File: src/rtl/agbkf_pkg.sv
// Package: shared types, constants and fixed-point helpers for the angle Kalman filter.
`timescale 1ns / 1ps
package agbkf_pkg;

	localparam int unsigned QW = 32;
	localparam int unsigned CFG_IDX_W = 2;

	typedef enum logic [CFG_IDX_W-1:0] {
		REG_ANGLE_NOISE = 2'd0,
		REG_BIAS_NOISE  = 2'd1,
		REG_MEAS_NOISE  = 2'd2,
		REG_TIME_STEP   = 2'd3
	} cfg_reg_t;

	localparam logic [15:0] ANGLE_NOISE_RST = 16'd131;
	localparam logic [15:0] BIAS_NOISE_RST  = 16'd131;
	localparam logic [23:0] MEAS_NOISE_RST  = 24'd32768;
	localparam logic [15:0] TIME_STEP_RST   = 16'd655;
	localparam logic signed [31:0] Q_ONE    = 32'sd65536;

	// Micro-operations issued by the sequencer to the datapath.
	typedef enum logic [3:0] {
		OP_NOP,
		OP_MUL,     // acc = floor(a*b >> 16), saturated
		OP_ADD,     // acc = sat(a + b)
		OP_SUB,     // acc = sat(a - b), unsaturated difference kept as well
		OP_SUBW,    // acc = sat(kept unsaturated difference - b)
		OP_DIV      // start divider: gain = sat(a*65536 / den)
	} op_t;

	// Operand / destination register file addresses.
	typedef enum logic [3:0] {
		R_ANG, R_BIAS, R_P00, R_P01, R_P10, R_P11,
		R_MEAS, R_GYRO, R_RATE, R_T0, R_T1, R_G0, R_G1, R_ERR,
		R_DT, R_QA
	} reg_t;

	typedef struct packed {
		op_t  op;
		reg_t src_a;
		reg_t src_b;
		reg_t dst;
		logic ld_in;    // latch input sample
		logic ld_out;   // latch result registers
		logic sel_qg;   // operand b replaced by bias noise
	} cmd_t;

	typedef struct packed {
		logic div_busy;
		logic div_done;
	} stat_t;

	function automatic logic signed [31:0] sat32(input logic signed [65:0] v);
		logic signed [31:0] r;
		if (v > 66'sd2147483647) r = 32'sh7fffffff;
		else if (v < -66'sd2147483648) r = 32'sh80000000;
		else r = v[31:0];
		return r;
	endfunction

endpackage

File: src/rtl/agbkf_ctrl.sv
// Controller: micro-program sequencer and handshakes.
`timescale 1ns / 1ps
module agbkf_ctrl (
	input  logic             clk,
	input  logic             arst_n,
	input  logic             in_valid,
	output logic             in_ready,
	output logic             out_valid,
	input  logic             out_ready,
	output agbkf_pkg::cmd_t  cmd,
	input  agbkf_pkg::stat_t stat
);
	import agbkf_pkg::*;

	typedef enum logic [1:0] {S_IDLE, S_RUN, S_DIV} state_t;

	localparam int unsigned NSTEP = 22;

	state_t     state_q;
	logic [4:0] pc_q;
	cmd_t       uc;

	function automatic cmd_t mk(op_t o, reg_t sa, reg_t sb, reg_t d);
		cmd_t c;
		c = '{op: o, src_a: sa, src_b: sb, dst: d,
			ld_in: 1'b0, ld_out: 1'b0, sel_qg: 1'b0};
		return c;
	endfunction

	// Micro-program: one step of the filter per entry.
	always_comb begin
		unique case (pc_q)
			5'd0:  uc = mk(OP_SUB, R_GYRO, R_BIAS, R_RATE);
			5'd1:  uc = mk(OP_MUL, R_RATE, R_DT, R_T0);
			5'd2:  uc = mk(OP_ADD, R_ANG, R_T0, R_ANG);
			5'd3:  uc = mk(OP_SUB, R_QA, R_P01, R_T0);
			// Qa - P01 - P10 saturates once, so take the unsaturated difference.
			5'd4:  uc = mk(OP_SUBW, R_T0, R_P10, R_T0);
			5'd5:  uc = mk(OP_MUL, R_T0, R_DT, R_T0);
			5'd6:  uc = mk(OP_ADD, R_P00, R_T0, R_P00);
			5'd7:  uc = mk(OP_MUL, R_P11, R_DT, R_T1);
			5'd8:  uc = mk(OP_SUB, R_P01, R_T1, R_P01);
			5'd9:  uc = mk(OP_SUB, R_P10, R_T1, R_P10);
			5'd10: begin
				uc = mk(OP_MUL, R_DT, R_DT, R_T1);
				uc.sel_qg = 1'b1;
			end
			5'd11: uc = mk(OP_ADD, R_P11, R_T1, R_P11);
			5'd12: uc = mk(OP_SUB, R_MEAS, R_ANG, R_ERR);
			5'd13: uc = mk(OP_DIV, R_P00, R_P00, R_G0);
			5'd14: uc = mk(OP_DIV, R_P10, R_P10, R_G1);
			5'd15: uc = mk(OP_MUL, R_G1, R_P00, R_T0);
			5'd16: uc = mk(OP_SUB, R_P10, R_T0, R_P10);
			5'd17: uc = mk(OP_MUL, R_G1, R_P01, R_T0);
			5'd18: uc = mk(OP_SUB, R_P11, R_T0, R_P11);
			5'd19: uc = mk(OP_MUL, R_G0, R_P01, R_T0);
			5'd20: uc = mk(OP_SUB, R_P01, R_T0, R_P01);
			default: uc = mk(OP_NOP, R_ANG, R_ANG, R_ANG);
		endcase
	end

	// Tail steps after the gains: need old P00 for G1*P00 and G0*P00, so
	// G0*P00 is done last; a second tail bank below.
	logic [3:0] tpc_q;
	cmd_t       tc;
	always_comb begin
		unique case (tpc_q)
			4'd0: tc = mk(OP_MUL, R_G0, R_P00, R_T0);
			4'd1: tc = mk(OP_SUB, R_P00, R_T0, R_P00);
			4'd2: tc = mk(OP_MUL, R_G0, R_ERR, R_T0);
			4'd3: tc = mk(OP_ADD, R_ANG, R_T0, R_ANG);
			4'd4: tc = mk(OP_MUL, R_G1, R_ERR, R_T0);
			4'd5: tc = mk(OP_ADD, R_BIAS, R_T0, R_BIAS);
			4'd6: tc = mk(OP_SUB, R_GYRO, R_BIAS, R_RATE);
			default: tc = mk(OP_NOP, R_ANG, R_ANG, R_ANG);
		endcase
	end

	logic tail_q;
	logic div_wait_q;

	always_comb begin
		cmd = tail_q ? tc : uc;
		if (state_q == S_IDLE) cmd = mk(OP_NOP, R_ANG, R_ANG, R_ANG);
		if (state_q == S_DIV) begin
			cmd = uc;
			cmd.op = OP_NOP;
		end
		cmd.ld_in  = (state_q == S_IDLE) && in_valid && in_ready;
		cmd.ld_out = tail_q && tpc_q == 4'd7;
	end

	assign in_ready = (state_q == S_IDLE) && !out_valid;

	always_ff @(posedge clk or negedge arst_n) begin
		if (!arst_n) begin
			state_q    <= S_IDLE;
			pc_q       <= '0;
			tpc_q      <= '0;
			tail_q     <= 1'b0;
			out_valid  <= 1'b0;
			div_wait_q <= 1'b0;
		end else begin
			if (out_valid && out_ready) out_valid <= 1'b0;
			unique case (state_q)
				S_IDLE: if (in_valid && in_ready) begin
					state_q <= S_RUN;
					pc_q    <= '0;
					tpc_q   <= '0;
					tail_q  <= 1'b0;
				end
				S_RUN: begin
					if (tail_q) begin
						tpc_q <= tpc_q + 4'd1;
						if (tpc_q == 4'd7) begin
							out_valid <= 1'b1;
							state_q   <= S_IDLE;
						end
					end else if (uc.op == OP_DIV) begin
						state_q <= S_DIV;
					end else if (pc_q == 5'(NSTEP - 1)) begin
						tail_q <= 1'b1;
					end else begin
						pc_q <= pc_q + 5'd1;
					end
				end
				S_DIV: if (stat.div_done) begin
					state_q <= S_RUN;
					pc_q    <= pc_q + 5'd1;
				end
				default: state_q <= S_IDLE;
			endcase
			div_wait_q <= (state_q == S_DIV);
		end
	end

	ctl_in_idle: assert property (@(posedge clk) disable iff (!arst_n)
		in_ready |-> state_q == S_IDLE) else $error("input taken while busy");
	ctl_out_hold: assert property (@(posedge clk) disable iff (!arst_n)
		out_valid && !out_ready |=> out_valid) else $error("result dropped");
	ctl_div_seen: assert property (@(posedge clk) disable iff (!arst_n)
		stat.div_done |-> div_wait_q) else $error("stray divider done");
	ctl_div_busy: assert property (@(posedge clk) disable iff (!arst_n)
		state_q == S_DIV && !stat.div_done |-> stat.div_busy)
		else $error("divider idle while waited on");
endmodule

File: config.mk
export PLATFORM = sky130hd
export DESIGN_NAME = agbkf_ctrl
export DESIGN_NICKNAME = d
export VERILOG_FILES = /design/src/rtl/agbkf_pkg.sv /design/src/rtl/agbkf_ctrl.sv
export SDC_FILE = /design/constraint.sdc
export NUM_CORES = 1
export LEC_CHECK = 0
export ABC_AREA = 1
export BUFFER_PORTS_ARGS = -buffer_cell sky130_fd_sc_hd__buf_2
export CAP_MARGIN = 10
export CORE_MARGIN = 1.5
export CORE_UTILIZATION = 48
export DETAILED_ROUTE_END_ITERATION = 10
export PLACE_DENSITY = 0.76
export SYNTH_ARGS = -nofsm -noshare
export SYNTH_HDL_FRONTEND = slang
export SYNTH_SLANG_ARGS = --single-unit
File: constraint.sdc
create_clock -name clk -period 4.65 [get_ports clk]
set_input_delay 0.2325 -clock clk [delete_from_list [all_inputs] [get_ports clk]]
set_output_delay 0.2325 -clock clk [all_outputs]
set_load 0.01 [all_outputs]
# Word level (Yosys, flattened, before mapping)
# Memory sizes are Yosys's and may differ from the RTL's.
# Cells that the tools add are included.
[word_totals]
regBits = 13
rom_bits = 512
input_bits = 6
out_inout_bits = 21
elab_cells = 70
memories = 1
[mem_list]
columns = ["memory", "words", "word_bits", "read_ports", "rd_clocked_by_memory_dff", "wr", "line", "source"]
rows = [
  ["(no name shown)", 32, 16, 1, 0, 0, "agbkf_ctrl.sv:32", "unique case (pc_q)"],
]
[op_classes]
add_sub_neg = 2
eq_ne = 19
n_mux = 28
reduce_logical = 15
[op_table]
columns = ["op", "n"]
rows = [
  ["17-bit case mux with 7 select lines", 1],
  ["19-bit 2-to-1 mux", 3],
  ["5-bit 2-to-1 mux", 5],
  ["4-bit by 3-bit equality test with 1-bit output (second input constant)", 5],
  ["5-bit case mux with 3 select lines", 1],
  ["2-bit 2-to-1 mux", 5],
  ["2-bit inequality test (second input constant)", 5],
  ["4-bit by 2-bit equality test with 1-bit output (second input constant)", 2],
  ["1-bit 2-to-1 mux", 8],
  ["4-bit 2-to-1 mux", 2],
  ["4-bit case mux with 2 select lines", 1],
  ["1-bit logical AND", 6],
  ["3-bit inequality test (second input constant)", 2],
  ["2-bit case mux with 3 select lines", 1],
  ["6-bit AND reduction", 1],
  ["5-bit by 1-bit adder with 5-bit output (second input constant)", 1],
  ["5-bit equality test (second input constant)", 1],
  ["4-bit by 1-bit adder with 4-bit output (second input constant)", 1],
  ["4-bit by 1-bit equality test with 1-bit output (second input constant)", 1],
  ["4-bit logical NOT", 1],
  ["4-bit AND reduction", 1],
  ["3-bit AND reduction", 1],
  ["3-bit nonzero test", 1],
  ["2-bit by 1-bit equality test with 1-bit output (second input constant)", 1],
  ["7 further kinds", 7],
]

# Depth between registers and ports, before layout
# Gate-level depths: netlist of the first run.
[logic_depth]
depth_word = 5
depth_mapped = 13
mapped_depth_nobuf = 13

# Worst setup path before layout of the first run
# OpenSTA, ideal clock, no wires.
[synth_timing]
path_kind = "register -> output"
startpoint = "register state_q[0]"
endpoint = "output port cmd[13] (netlist bit)"
arrival_time_ns = 1.676
required_time_ns = 4.418
path_slack_ns = 2.741
path_stages_with_launch = 6
path_buffers = 0
path_cell_list = "dfrtp_1 > inv_1 > ha_1 > o21ai_0 > nand2_1 > o311ai_1"
[synth_rtl]
columns = ["element", "line", "source"]
rows = [
  ["start, declared", "agbkf_ctrl.sv:19", "state_t state_q;"],
  ["start signal, assigned", "agbkf_ctrl.sv:97", "state_q <= S_IDLE;"],
  ["start signal, assigned", "agbkf_ctrl.sv:107", "state_q <= S_RUN;"],
  ["start signal, assigned", "agbkf_ctrl.sv:117", "state_q <= S_IDLE;"],
  ["end, declared", "agbkf_ctrl.sv:10", "output agbkf_pkg::cmd_t cmd,"],
]

==> summary.txt, run 1 <==
CTS
  • CTS Buf Count: 3
  • Clk slew on worst S/H paths: 0.07 ns
  • CTS tree: built
  • Post-CTS resize count: 0
  • Post-CTS setup buffers: 0
  • Clock buffer depth: 2
  • Latest clock arrival within the worst-skew pair: around 0.29 ns
  • Clock Sinks: 13
  • H-tree levels: 1
  • Root buffer cell: clkbuf_4

STA
  • Worst-Margin Slew: 0.754 ns
  • Setup-failing EPs final: 0
  • Hold_ws: between 0.1 and 0.15 ns
  • RSZ-0062 raised after global routing: false
  • Post-route minimum period: about 2.7 ns
  • Peak Freq: between 300 and 400 MHz
  • Slew Limit Fails: 0
  • Setup_tns: 0 ns
  • Worst Skew: 0.00290 ns
  • Final Hold Vio Count: 0
  • Rel. slew slack: 49.2%
  • Tcrit/Tclk final: 57.1%

Yosys
  • Cell count after synthesis: 277
  • Synth top area share: a little under a fifth
  • Synthesis-stage register bit count: 13
  • Ys Warns: 0
  • Synth cell types: 34
  • Syn nets: 302
  • Sequential cell area fraction in the yosys report: 19.1%
  • Synth top area cells: dfrtp_1 19%, nand2_1 16%, ha_1 14%
  • Number of synthesized flops with an enable pin: 0
  • Area of the mapped netlist: between 0.0015 and 0.002 mm^2
  • Commonest cells post-synth: 72 x nand2_1, 34 x inv_1, 29 x nor2_1
  • Post-synthesis async set-or-reset flop share: between 90% and 100%
  • Post-synth top area cell: dfrtp_1
  • Most frequent cell after synthesis: nand2_1
  • Top_reg_cell synth: dfrtp_1
  • Mean post-synth cell area: about 6.1 um^2

Setup path
  • CP Max Fanout: 6
  • Worst r2r path cells: 11
  • Arr. time, crit path: 2.42 ns
  • Reg-to-Reg Start: pc_q[3]
  • Worst path required time: 4.42 ns
  • R2r setup slk: 2.44 ns
  • R2r endpoint: pc_q[2]
  • Crit end category: output port
  • CP startpoint kind: register
  • CP Class: register to output port

Global route
  • Initial antenna violation count: 0
  • GR peak layer: met2
  • Vias in the first global route: approximately 1,700
  • GR Util met1: about a third
  • Total Routing Usage GR: 24.0%
  • Met3 Use GR: 1.44%
  • GRT overflow: 0
  • GR Util met2: around two fifths
  • First-pass GRT wire length: roughly 7700 um
  • Largest net degree at the start of global routing: 20

Floorplan
  • Chip width: around 63 um
  • I/O Pins: 27
  • Chip Height: ~63 um
  • Site Rows: 21
  • Core box area: 0.00336 mm^2
  • Die area: 0.00391 mm^2
  • Starting density of the core: 50.6%

Power
  • VDD IR max: 0.297 mV
  • Leak: a little under 1 nW
  • PD cells: 556 mW/mm^2

Route
  • Routed WL: ~4500 um
  • Drt initial violations: around 180
  • Mean routed wirelength per cell: between 10 and 15 um
  • Final ANT Viol Nets: 0
  • Via density: around 5.5
  • Routed vias: 1,880
  • Drt pass-1 iters: 5
  • Residual DRC count: 0

Final layout
  • Final nets: 323
  • Synth-to-Final Area Change: 9.63%
  • FF+latch area: 325 um^2
  • Antenna fix cells: 0
  • Multi-input logic area: 0.00119 mm^2
  • Layout cell share with drive strength beyond 1: roughly an eighth
  • Fillers: ~370
  • Post-route cell area: 0.00187 mm^2

Worst hold path
  • Startpoint of the worst hold path: out_ready
  • Hold Path Class: input pin to register
  • Worst hold path cell count: 2
  • Hold EP: out_valid

Placed design
  • Port Buffers: 24
  • Final HPWL DP: 3520 um
  • DP Area: 0.00183 mm^2
  • Placer Congestion: 0.894

Job
  • Max-cap viol count: 0

Outcome
  • Outcome: finished clean
==> layout by cell type, fill, tap and decap left out, types with 3 or more instances in the layout <==
| master | Yosys | final |
|---|---|---|
| buf_2 | 4 | 24 |
| nand2_2 | 3 | 3 |
| ha_1 | 19 | 19 |
| nand3_1 | 21 | 21 |
| nor3_1 | 9 | 9 |
| nand4_1 | 3 | 3 |
| a21oi_1 | 18 | 18 |
| inv_1 | 34 | 34 |
| dfrtp_1 | 13 | 13 |
| nor2_1 | 29 | 29 |
| clkbuf_4 | 0 | 3 |
| o22ai_1 | 3 | 3 |
| nand2_1 | 72 | 72 |
| o211ai_1 | 4 | 4 |
| o21ai_0 | 18 | 18 |
==> worst max-delay path, stage by stage (launching register included) <==
cell	delay [ns]
dfrtp_1	0.40
inv_1	0.08
ha_1	0.28
o21ai_0	0.64
nand2_1	0.22
o311ai_1	0.33
buf_2	0.18
==> worst max-delay path by stage <==
stage | from | endpoint
global route | state_q[0] | cmd[13]
finish | state_q[0] | cmd[13]
floorplan | state_q[0] | cmd[13]
CTS | state_q[0] | cmd[13]
detailed placement | state_q[0] | cmd[13]
global placement | state_q[0] | cmd[13]
==> where the power goes <==
part	internal, mW	switching [mW]	total, mW
clock	0.0334	0.0390	0.0724
combinational	0.277	0.507	0.784
sequential	0.134	0.0472	0.181
==> state kept, by name, indices dropped and copies added (netlist names) <==
register,cells
out_valid,1
pc_q,5
state_q,2
tail_q,1
tpc_q,4
==> kinds of logic (layout without fill, tap and decap cells) <==
kind of cell             count (synthesis)  in the layout  share of synthesized area, %
buffers and inverters                   46             66                          11.1
adder cells (fa/ha/maj)                 19             19                          14.0
AND/OR/NAND/NOR                        139            139                          34.6
other                                    1              1                         0.220
flip-flops                              13             13                          19.1
AO/OA/AOI/OAI                           57             57                          19.9
XOR/XNOR                                 2              2                          1.03
==> stage by stage <==
stage,setup WS (ns),util (%),power [mW],instances
global route,1.80,55.5,1.16,343
floorplan,2.74,-,0.737,277
global placement,2.40,54.4,0.946,338
finish,2.00,55.5,1.04,343
detailed placement,2.29,54.4,0.959,338
CTS,1.97,55.5,1.04,343
==> timing repair <==
action	4_1_cts	5_1_grt
endpoints found under the setup margin	0	0
endpoints found under the hold margin	13	0
hold buffers	1	0
==> area by class of cell <==
class,instances,area share [%]
clock buffers,4,1.41
repair buffers,25,6.98
multi-input cells,218,63.6
inverters,37,7.44
well taps,46,3.09
flip-flops and latches,13,17.4
==> routing by layer <==
| metal | part of all wire (%) | routed length, um |
|---|---|---|
| met5 | 0 | 0 |
| met3 | 6.1 | 275 |
| met4 | 1.7 | 75 |
| met2 | 44 | 1960 |
| met1 | 48 | 2160 |
No activity file was read; power rests on OpenSTA's default activity.
==> inputs of run 2 (changes only) <==
--- a/config.mk
+++ b/config.mk
@@ -5,7 +5,7 @@
 export SDC_FILE = /design/constraint.sdc
 export NUM_CORES = 1
 export LEC_CHECK = 0
-export ABC_AREA = 1
+export ABC_AREA = 0
 export BUFFER_PORTS_ARGS = -buffer_cell sky130_fd_sc_hd__buf_2
 export CAP_MARGIN = 10
 export CORE_MARGIN = 1.5
==> constraint.sdc (replaced) <==
create_clock -name clk -period 2.5 [get_ports clk]
set_input_delay 0.125 -clock clk [delete_from_list [all_inputs] [get_ports clk]]
set_output_delay 0.125 -clock clk [all_outputs]
set_load 0.01 [all_outputs]
==> run 2 against run 1 <==
Against the previous run:
- critical path depth rose by 2
- design area grew 10%
- worst hold slack worse by 0.049 ns
- clock skew rose by 0.0010 ns
- setup slack worse by 1.8 ns
==> summary.txt, run 2 <==
Outcome
  • Outcome: finished clean

Power
  • Power Internal: 1.36 mW (+210%)
  • Logic pwr share: 76.2% (+0.7 points)
  • Sw Share: 53.8% (-3.4 points)
  • Sw Pwr: 1.58 mW (+170%)
  • Leak: 0.888 nW (-8.9%)
  • Clock power share: 6.3% (-0.7 points)
  • Seq pwr share: 17.5% (about the same)
  • PD cells: 1430 mW/mm^2 (+160%)
  • VDD IR max: 0.596 mV (+100%)

STA
  • Worst Skew: 0.00394 ns (+0.00103 ns)
  • Post-route minimum period: 2.34 ns
  • Tcrit/Tclk final: 93.5%
  • Setup_tns: 0 ns (unchanged)
  • Setup-failing EPs final: 0 (unchanged)
  • Final Hold Vio Count: 0 (unchanged)
  • Worst-Margin Slew: 0.540 ns (-0.214 ns)
  • RSZ-0062 raised after global routing: false
  • Rel. slew slack: 64.0% (+15 points)
  • Peak Freq: 428 MHz
  • Slew Limit Fails: 0 (unchanged)

Global route
  • Total Routing Usage GR: 23.9% (-0.045 points)
  • First-pass GRT wire length: 7840 um (+1.7%)
  • Vias in the first global route: 1,692 (-0.70%)
  • GRT overflow: 0 (unchanged)
  • Largest net degree at the start of global routing: 22 (+10%)
  • Initial antenna violation count: 0 (unchanged)

Setup path
  • Worst r2r path cells: 7 (-4)
  • R2r setup slk: 0.29 ns (-2.15 ns)
  • CP max-delay cell: dfrtp_2
  • Top delay family on crit path: compound AO/OA/AOI/OAI gates
  • CP startpoint kind: register
  • WP buf/inv: 2 (unchanged)
  • Worst path required time: 2.38 ns (-2.04 ns)
  • Crit end category: output port
  • R2r endpoint: pc_q[4]
  • Arr. time, crit path: 2.21 ns (-0.21 ns)
  • CP peak stage delay: 0.46 ns (-0.18 ns)
  • CP Max Fanout: 8 (+2)
  • Reg-to-Reg Start: pc_q[0]
  • CP Cell Sequence: inv_2 -> ha_1 -> nand2_1 -> o21a_1 -> a221o_1 -> o21ai_0 -> and2_1 -> buf_2
  • CP Class: register to output port

Yosys
  • Post-synth top area cell: dfrtp_1
  • Area of the mapped netlist: 0.00182 mm^2 (+6.8%)
  • Synth top area cells: dfrtp_1 18%, ha_1 13%, o21ai_0 5.5%
  • Number of synthesized flops with an enable pin: 0 (unchanged)
  • Top_reg_cell synth: dfrtp_1
  • Post-synthesis async set-or-reset flop share: 100% (unchanged)
  • Synth cell types: 54 (+59%)
  • Most frequent cell after synthesis: nor2_1
  • Commonest cells post-synth: 23 x nor2_1, 20 x nand2_1, 20 x o21ai_0
  • Ys Warns: 0 (unchanged)
  • Synthesis-stage register bit count: 13 (unchanged)
  • Cell count after synthesis: 247 (-11%)
  • Syn nets: 272 (-9.9%)
  • Mean post-synth cell area: 7.36 um^2 (+20%)
  • Sequential cell area fraction in the yosys report: 17.9% (-1.2 points)
  • Synth top area share: 17.9% (-1.2 points)

Route
  • Residual DRC count: 0 (unchanged)
  • Routed vias: 1,895 (+0.80%)
  • Routed WL: 4680 um (+4.6%)
  • Drt pass-1 iters: 4 (-1)
  • Mean routed wirelength per cell: 14.8 um (+13%)
  • Final ANT Viol Nets: 0 (unchanged)
  • Via density: 5.98 (+9.1%)
  • Drt initial violations: 160 (-9.6%)

Final layout
  • Most frequent cells in the layout: 24 x buf_2, 23 x nor2_1, 20 x nand2_1, 20 x o21ai_0, 19 x ha_1
  • Synth-to-Final Area Change: 12.9%
  • Antenna fix cells: 0 (unchanged)
  • Layout cell share with drive strength beyond 1: 16.7% (+4.3 points)
  • Top Registers: pc_q: 5 flops, tpc_q: 4 flops, state_q: 2 flops
  • Top reg by flops: pc_q
  • Fillers: 359 (-4.0%)
  • Non-filler cells in the finished layout: 317 (-7.6%)
  • Final nets: 295 (-8.7%)
  • Max reg flops: 5 (unchanged)
  • Commonest non-fill, non-tap cell in the layout: buf_2

CTS
  • Clock buffer depth: 2 (unchanged)
  • CTS tree: built
  • Latest clock arrival within the worst-skew pair: 0.24 ns (-0.05 ns)
  • CTS Buf Count: 3 (unchanged)
  • H-tree levels: 1 (unchanged)
  • Clock Sinks: 13 (unchanged)
  • Root buffer cell: clkbuf_8
  • Post-CTS setup buffers: 0 (unchanged)
  • Clk slew on worst S/H paths: 0.05 ns (-0.02 ns)

Floorplan
  • Core box area: 0.00366 mm^2 (+8.9%)
  • Site Rows: 22 (+4.8%)
  • I/O Pins: 27 (unchanged)
  • Chip Height: 64.5 um (+3.2%)
  • Die area: 0.00416 mm^2 (+6.4%)
  • Starting density of the core: 49.6% (-0.97 points)
  • Chip width: 64.5 um (+3.2%)

Job
  • Max-cap viol count: 0 (unchanged)

Placed design
  • Placed insts: 312 (-7.7%)
  • Placer Congestion: 0.946 (+5.8%)
  • Port Buffers: 24 (unchanged)
  • Final HPWL DP: 3640 um (+3.2%)

Worst hold path
  • Hold EP: out_valid
  • Startpoint of the worst hold path: out_ready
  • Worst hold path cell count: 2 (unchanged)
  • Hold Path Class: input pin to register
[run 2: cell types whose count changed in the layout (fill, tap and decap cells not counted), moves of 7 or more]
cell and change:
nand3_1 -14, inv_1 -19, mux2i_1 +8, nand2b_1 +7, buf_4 +9, nand2_1 -52
[run 2: per-stage QoR]
step           setup slack (ns)  instance area (um^2)  power, mW  hold WS [ns]  utilization (%)
2_1_floorplan             0.329                  1820       2.12        -0.171                -
3_3_place_gp              0.292                  1990       2.71        0.0371             54.5
3_5_place_dp              0.236                  1990       2.73        0.0356             54.5
4_1_cts                  0.0717                  2050       2.93        0.0696             56.0
5_1_grt                 0.00480                  2050       3.24        0.0678             56.0
6_report                  0.163                  2050       2.94        0.0740             56.0
[run 2: area by class of cell]
cell class	count	area (um^2)	area share, %
multi-input combinational	200	1360	66.0
sequential	13	327	15.9
inverter	18	67.6	3.29
timing repair buffer	34	198	9.63
tap	48	60.1	2.93
clock buffer	4	45.0	2.20
[run 2: metal layers]
| layer | track usage (%) | wire length [um] | vias to the layer above |
|---|---|---|---|
| li1 | - | - | 948 |
| met1 | 32.6 | 2210 | 873 |
| met2 | 38.0 | 2110 | 68 |
| met3 | 2.60 | 277 | 6 |
| met4 | 10.9 | 76 | 0 |
| met5 | 0 | 0 | - |
[run 2: how the worst max path moves through the flow]
stage	from	endpoint	slack [ns]	cells after the start
floorplan	pc_q[0]	pc_q[4]	0.33	7
global placement	pc_q[0]	pc_q[4]	0.29	7
detailed placement	pc_q[0]	pc_q[4]	0.24	7
CTS	pc_q[0]	cmd[9]	0.07	9
global route	pc_q[3]	cmd[6]	0.005	6
finish	pc_q[0]	cmd[16]	0.16	8
[run 2: cells by family after synthesis]
kind of cell	synth area share, %
AOI/OAI and AO/OA	33.3
and+or+nand+nor	21.0
buffers and inverters	7.58
adders and majority gates	13.1
DFF	17.9
muxes	6.89
other	0.206
[run 2: power by group through the flow]
| stage | Sequential, mW | Combinational, mW | Clock [mW] |
|---|---|---|---|
| final | 0.513 | 2.24 | 0.187 |
| after global routing | 0.541 | 2.50 | 0.204 |
| after CTS | 0.505 | 2.23 | 0.197 |
| after detailed placement | 0.509 | 2.22 | 0 |
| after global placement | 0.504 | 2.20 | 0 |
| after floorplan | 0.374 | 1.74 | 0 |
[run 2: what timing repair did]
item,in CTS,in global routing
resized for setup,0,2
endpoints found under the setup margin,0,4
endpoints found under the hold margin,13,0
hold buffers,1,0
